`src/design/dark_span_observation_extractor_top_defines.svh`:
```
// ---------------------------------------------------------------------------
// Assertion macros for the dark span observation extractor
// Concurrent checks compile in simulation and drop out for synthesis.
// ---------------------------------------------------------------------------
`ifndef DARK_SPAN_OBSERVATION_EXTRACTOR_TOP_DEFINES_SVH
`define DARK_SPAN_OBSERVATION_EXTRACTOR_TOP_DEFINES_SVH
`ifndef SYNTHESIS
// same-cycle implication
`define DSE_ASSERT_IMP(lbl, clk, rst, ante, cons) \
   lbl: assert property (@(posedge clk) disable iff (rst) (ante) |-> (cons)) \
      else $error("dse: same-cycle check failed");
// next-cycle implication
`define DSE_ASSERT_NXT(lbl, clk, rst, ante, cons) \
   lbl: assert property (@(posedge clk) disable iff (rst) (ante) |=> (cons)) \
      else $error("dse: next-cycle check failed");
`else
`define DSE_ASSERT_IMP(lbl, clk, rst, ante, cons)
`define DSE_ASSERT_NXT(lbl, clk, rst, ante, cons)
`endif
`endif

```
`src/design/dse_pkg.sv`:
```
// ---------------------------------------------------------------------------
// Dark span extractor package
// Widths, register indexes, payload types and controller interface types.
// ---------------------------------------------------------------------------
package dse_pkg;

   localparam int LINE_WIDTH = 4096;
   localparam int IDX_W      = $clog2(LINE_WIDTH);
   localparam int LEN_W      = IDX_W + 1;
   localparam int PIX_W      = 8;
   localparam int RATIO_W    = 9;
   localparam int PROD_W     = PIX_W + RATIO_W;
   localparam int LEVEL_W    = PIX_W + 2;
   localparam int SUM_W      = PIX_W + IDX_W;
   localparam int DIVD_W     = SUM_W + 8;
   localparam int DCNT_W     = $clog2(DIVD_W);
   localparam int CENTER_W   = 12;
   localparam int THICK_W    = 13;
   localparam int MEAN_W     = 16;
   localparam int CSR_IDX_W  = 1;
   localparam int CSR_DATA_W = RATIO_W;

   localparam logic [PIX_W-1:0]   DARK_LIMIT_RST  = 8'd128;
   localparam logic [RATIO_W-1:0] ACCEPT_RATIO_RST = 9'd128;
   localparam logic [PIX_W-1:0]   DARKEST_RST     = 8'd255;

   typedef enum logic [CSR_IDX_W-1:0] {
      CSR_DARK_LIMIT   = 1'b0,
      CSR_ACCEPT_RATIO = 1'b1
   } csr_index_type;

   typedef struct packed {
      logic [PIX_W-1:0] pixel;
      logic             line_end;
   } req_payload_type;

   typedef struct packed {
      logic [CENTER_W-1:0] span_center;
      logic [THICK_W-1:0]  span_thickness;
      logic [MEAN_W-1:0]   span_mean_q8;
   } rsp_payload_type;

   typedef enum logic [3:0] {
      S_IDLE,
      S_LEVEL,
      S_FRONT_RD,
      S_FRONT_CK,
      S_BACK_RD,
      S_BACK_CK,
      S_SUM,
      S_SUM_LAST,
      S_DIV_INIT,
      S_DIV,
      S_OUT
   } dse_state_type;

   typedef struct packed {
      logic accept;
      logic calc_level;
      logic rd_first;
      logic inc_first;
      logic rd_last;
      logic dec_last;
      logic sum_init;
      logic rd_sum;
      logic div_init;
      logic div_step;
      logic out_load;
   } dse_cmd_type;

   typedef struct packed {
      logic close_now;
      logic front_more;
      logic back_more;
      logic rd_above;
      logic sum_at_last;
      logic div_last;
      logic rsp_free;
   } dse_status_type;

endpackage

```
`src/design/dse_ctrl.sv`:
```
// ---------------------------------------------------------------------------
// Dark span extractor controller
// Sequences pixel intake, level setup, trimming, summing, division and output.
// ---------------------------------------------------------------------------
module dse_ctrl
   import dse_pkg::*;
(
   input  logic           clock,
   input  logic           reset,
   input  logic           req_valid,
   output logic           req_stall,
   input  dse_status_type status,
   output dse_cmd_type    cmd
);

   dse_state_type state_ff;
   dse_state_type state_in;

   always_ff @(posedge clock) begin
      if (reset) begin
         state_ff <= S_IDLE;
      end else begin
         state_ff <= state_in;
      end
   end

   always_comb begin
      state_in  = state_ff;
      cmd       = '0;
      req_stall = (state_ff != S_IDLE);
      unique case (state_ff)
         S_IDLE: begin
            if (req_valid) begin
               cmd.accept = 1'b1;
               if (status.close_now) begin
                  state_in = S_LEVEL;
               end
            end
         end
         S_LEVEL: begin
            cmd.calc_level = 1'b1;
            state_in       = S_FRONT_RD;
         end
         S_FRONT_RD: begin
            if (status.front_more) begin
               cmd.rd_first = 1'b1;
               state_in     = S_FRONT_CK;
            end else begin
               state_in = S_BACK_RD;
            end
         end
         S_FRONT_CK: begin
            if (status.rd_above) begin
               cmd.inc_first = 1'b1;
               state_in      = S_FRONT_RD;
            end else begin
               state_in = S_BACK_RD;
            end
         end
         S_BACK_RD: begin
            if (status.back_more) begin
               cmd.rd_last = 1'b1;
               state_in    = S_BACK_CK;
            end else begin
               cmd.sum_init = 1'b1;
               state_in     = S_SUM;
            end
         end
         S_BACK_CK: begin
            if (status.rd_above) begin
               cmd.dec_last = 1'b1;
               state_in     = S_BACK_RD;
            end else begin
               cmd.sum_init = 1'b1;
               state_in     = S_SUM;
            end
         end
         S_SUM: begin
            cmd.rd_sum = 1'b1;
            if (status.sum_at_last) begin
               state_in = S_SUM_LAST;
            end
         end
         S_SUM_LAST: begin
            // last read word lands in the accumulator this cycle
            state_in = S_DIV_INIT;
         end
         S_DIV_INIT: begin
            cmd.div_init = 1'b1;
            state_in     = S_DIV;
         end
         S_DIV: begin
            cmd.div_step = 1'b1;
            if (status.div_last) begin
               state_in = S_OUT;
            end
         end
         S_OUT: begin
            if (status.rsp_free) begin
               cmd.out_load = 1'b1;
               state_in     = S_IDLE;
            end
         end
         default: begin
            state_in = S_IDLE;
         end
      endcase
   end

endmodule

```
`config.mk`:
```
export PLATFORM = sky130hd
export DESIGN_NAME = dse_ctrl
export DESIGN_NICKNAME = d
export VERILOG_FILES = /design/src/design/dark_span_observation_extractor_top_defines.svh /design/src/design/dse_pkg.sv /design/src/design/dse_ctrl.sv
export SDC_FILE = /design/constraint.sdc
export NUM_CORES = 1
export LEC_CHECK = 0
export BUFFER_PORTS_ARGS = -buffer_cell sky130_fd_sc_hd__clkbuf_2
export CORE_AREA = 5 5 42 44
export DETAILED_ROUTE_END_ITERATION = 10
export DIE_AREA = 0 0 47 49
export GPL_ROUTABILITY_DRIVEN = 0
export MAX_ROUTING_LAYER = met4
export PLACE_DENSITY_LB_ADDON = 0.15
export SLEW_MARGIN = 20
export SYNTH_ARGS = -nofsm -noshare
export SYNTH_HDL_FRONTEND = slang
export SYNTH_SLANG_ARGS = --single-unit
```
`constraint.sdc`:
```
create_clock -name clock -period 1.6 [get_ports clock]
set_input_delay 0.16 -clock clock [delete_from_list [all_inputs] [get_ports clock]]
set_output_delay 0.16 -clock clock [all_outputs]
set_load 0.1 [all_outputs]
```
# --- Word level (Yosys, flattened, before mapping) ---
# Index checks and enable logic that the tools add are counted.
op_classes:
  eq_ne: 15
  n_mux: 28
  n_reduce_logical: 3
op_table:
  columns: ["cell", "n"]
  rows:
  - ["$pmux W4 S11", 1]
  - ["$mux W4", 5]
  - ["$mux W1", 17]
  - ["$eq A4 B3 Y1 const B", 4]
  - ["$eq A4 B4 Y1 const B", 3]
  - ["$ne A2 B2 Y1 const B", 5]
  - ["$eq A4 B2 Y1 const B", 2]
  - ["$mux W3", 2]
  - ["$reduce_and A5 Y1", 1]
  - ["$eq A4 B1 Y1 const B", 1]
  - ["$logic_not A4 Y1", 1]
  - ["$mux W2", 2]
  - ["$reduce_bool A4 Y1", 1]
  - ["$pmux W1 S2", 1]
totals:
  regBits: 4
  out_inout_bits: 12

# --- Depth between registers and ports, before layout ---
depth:
  word_depth: 3
  ltp_mapped: 5
  mapped_depth_nobuf: 4

# --- Worst setup path after synthesis ---
# Ideal clock, no wire load.
synth_path:
  path_kind: "reg2out"
  start: "register state_ff[2]"
  end: "output port cmd[9] (netlist bit)"
  arrival_time_ns: 2.650
  t_required_ns: 1.440
  slack_ns: -1.210
  path_stages_with_launch: 4
  cell_sequence: "dfxtp_1 buf_2 nand2b_4 nor3_1"
synth_rtl:
  columns: ["item", "line_no", "source"]
  rows:
  - ["start, declared", "dse_ctrl.sv:16", "dse_state_type state_ff;"]
  - ["start signal, assigned", "dse_ctrl.sv:23", "state_ff <= state_in;"]
  - ["end, declared", "dse_ctrl.sv:13", "output dse_cmd_type cmd"]

==> impl_metrics.csv <==
group,metric,value,unit
run_status,status,"finished with violations",
run_status,violations,"setup timing",
die,design.core.area,1401,µm²
sta,worst_slew_pin_slew,0.3049,ns
die,die_area,2303,µm²
worst_setup_path,timing.critical_path.slowest_stage_cell,"or4_4",
worst_setup_path,cp_top_family,"simple AND/OR/NAND/NOR gates",
sta,setup_repair_after_global_routing_missed_its_margin,"yes",
sta,max_slew_margin,79.42,%
die,fp.dieH,49,µm
synth,synth.top_cell.area_share,19.75,%
worst_setup_path,critPathBufInv,1,
worst_setup_path,critical-path-max-stage-delay,0.58,ns
drt,remaining_drc_errors,0,
worst_setup_path,critical_path.reg2reg.endpoint,"state_ff[0]",
sta,post-route-min-period,1.604,ns
synth,synth_cell_type_count,26,
finish,layout.nets,99,
die,chip_width,47,µm
die,initial_utilization,28.93,%
sta,fin_crit_sh,100.3,%
finish,final_cell_area,860.8,µm²
synth,yosys-top-cells-area,"dfxtp_1 20%, nor2_1 9.3%, nor3_1 6.2%",
power_and_ir_drop,post-layout-total-power,0.5168,mW
worst_setup_path,critPathCapture,"cmd[10]",
placement,dp.final_hpwl,986.8,µm
clock_tree,cts.path.max_buffers,2,
sta,hold_viol,0,
sta,fin_ws,-0.004351,ns
synth,synthDominantAreaCellType,"dfxtp_1",
worst_hold_path,hold_path_startpoint,"reset",
grt,global_route_wire_length_before_repair,2125,µm
die,num_io_pins,22,
finish,leading_registers_by_flop_count,"state_ff x4",
drt,wl_per_cell,11.85,µm
worst_setup_path,endpoint_kind,"output port",
synth,synth_ff_type,"dfxtp_1",
finish,regMostFlops,"state_ff",
finish,syn_to_final_growth,112.3,%
drt,finalWirelength,1221,µm
synth,postSynthCellCount,58,
drt,vias,519,
drt,detail_route.first_pass.iterations,4,
synth,syn_area,405.4,µm²
worst_setup_path,critical_path_class,"reg -> out",
finish,insertedDiodeCount,0,
clock_tree,insertion_delay,0.23,ns
finish,fraction_of_layout_cells_with_a_size_suffix_above_1,60.92,%
grt,first_global_vias,500,
synth,yosysSeqAreaShare,19.75,%
worst_setup_path,worstSetupPathDepth,3,
synth,synth-async-reset-ratio,0,%
sta,setup_viols_final,1,
synth,ys_seq_elements,4,
synth,number_of_synthesized_flops_with_an_enable_pin,0,
drt,post_drt_via_cell_ratio,5.039,
worst_hold_path,min_path_type,"in -> reg",
grt,grt_usage,12.42,%
synth,synth-warning-count,0,
sta,report.final.slew_viol_count,0,
worst_setup_path,crit_chain,"or4_4, nor2_4, buf_12",
placement,port_buffers,21,
grt,grt_overflow_total,0,
worst_setup_path,setup.worst_path.start,"state_ff[1]",
worst_setup_path,required,1.44,ns
worst_setup_path,worst_r2r_startpoint,"state_ff[1]",
grt,grt_antenna_before_repair,0,
synth,mappedNetlistNets,68,
clock_tree,worst_setup_hold_path_clk_slew,0.04,ns
worst_setup_path,r2r.worst_path.cells,4,
clock_tree,root_buffer,"clkbuf_4",
grt,grt_max_degree,12,
drt,final_antenna_net_count,0,
clock_tree,tritoncts,"built",
sta,worst_clock_skew,0.005923,ns
worst_setup_path,startpoint_type,"register",
synth,avg_inst_size_synth,6.989,µm²
power_and_ir_drop,worst_ir_drop_vdd,265.8,µV
finish,max_ffs_per_register,4,
die,placementRows,14,
power_and_ir_drop,p_leak,0.3417,nW
clock_tree,clkSinkCount,4,
power_and_ir_drop,power_density_over_cell_area,600.3,nW/µm²
clock_tree,htree_levels,1,
worst_setup_path,top_fanout_value_on_the_critical_path,5,
job,max_cap_viol_count,0,
sta,max_clock_freq,0.6233,GHz
worst_setup_path,worst-r2r-setup-slack,0.20,ns
clock_tree,numCtsBuffers,3,
drt,drt_iter0_drc,6,
worst_setup_path,worst_path_arrival_time,1.44,ns
placement,dpl_cell_area,809.5,µm²
## synthesized netlist by cell type (3+ instances only)
cell,count
nor2_1,10
nor3_1,5
dfxtp_1,4
nand2_1,4
buf_2,3
inv_1,3
o21ai_0,3
o22ai_1,3
## routing by layer
metal | vias to the layer above | part of all wire [%] | global-route usage [%]
li1 | 268 | - | -
met1 | 232 | 45 | 16.92
met2 | 17 | 47 | 17.87
met3 | 2 | 5.9 | 1.476
met4 | 0 | 1.4 | 5.530
met5 | - | 0 | -
## final cells by class
| class | instances | area [µm²] |
|---|---|---|
| Clock buffer | 3 | 22.52 |
| Sequential cell | 4 | 85.08 |
| Tap cell | 16 | 20.02 |
| Multi-Input combinational cell | 47 | 369.1 |
| Inverter | 3 | 11.26 |
| Fill cell | 128 | 540.5 |
| Timing Repair Buffer | 30 | 352.8 |
## repair_timing
item | CTS | global route
setup buffers | 2 | 0
pin swaps | 4 | 1
endpoints found under the setup margin | 4 | 6
gates resized for setup | 3 | 2
hold buffers | 0 | 0
## layout by cell type, fill, tap and decap left out
master | synthesis | final
nand2b_4 | 1 | 2
or3_1 | 2 | 2
o21bai_1 | 1 | 1
inv_1 | 3 | 3
nand2_1 | 4 | 4
or4_4 | 1 | 1
and4_1 | 1 | 1
nand2b_1 | 2 | 1
clkbuf_4 | 0 | 3
o311ai_0 | 1 | 1
and3_2 | 0 | 1
a21oi_1 | 2 | 2
or3b_4 | 0 | 1
a32oi_1 | 1 | 1
dfxtp_2 | 0 | 4
nor2_2 | 0 | 2
buf_4 | 1 | 9
nor3_1 | 5 | 3
a21o_1 | 1 | 1
nor3_4 | 0 | 2
nor2b_2 | 0 | 1
clkbuf_2 | 0 | 9
nor2_4 | 0 | 4
nor3b_4 | 0 | 1
and2b_1 | 2 | 2
buf_12 | 0 | 12
a22oi_1 | 2 | 2
o22ai_1 | 3 | 3
nor2_1 | 10 | 4
nand4b_2 | 1 | 1
o21ai_0 | 3 | 3
## stage by stage
stage | TNS [ns] | setup WS (ns) | instances | util (%) | hold WS (ns)
floorplan | -0.8065 | -0.2682 | 58 | - | 0.2294
global placement | 0 | 0.2168 | 98 | 57.77 | 0.3864
detailed placement | 0 | 0.1999 | 98 | 57.77 | 0.3817
CTS | -0.02404 | -0.01542 | 103 | 60.71 | 0.1436
global route | -0.1210 | -0.06362 | 103 | 61.43 | 0.1515
finish | -0.004351 | -0.004351 | 103 | 61.43 | 0.1478
## logic make-up after synthesis
family	share of synthesized area [%]
compound gates	22.53
buf+inv	8.333
flops	19.75
simple gates	49.38
## power breakdown
part / internal, mW / switching (mW)
logic: 0.108 / 0.169
registers: 0.107 / 0.0106
clock network: 0.0836 / 0.0385
total: 0.299 / 0.218
## worst register-to-register path: stages, from the launching register on
cell and delay [ns]:
dfxtp_2 0.33, or4_4 0.58, a21o_1 0.19, nand4b_2 0.10, o22ai_1 0.08
## worst min-delay path by stage
stage	depth (start not counted)	to	slack (ns)
5_1_grt	2	state_ff[2]	0.15
3_5_place_dp	2	state_ff[2]	0.38
2_1_floorplan	1	state_ff[2]	0.23
6_report	2	state_ff[3]	0.15
4_1_cts	2	state_ff[3]	0.14
3_3_place_gp	2	state_ff[2]	0.39
No activity file was read; power rests on OpenSTA's default activity.
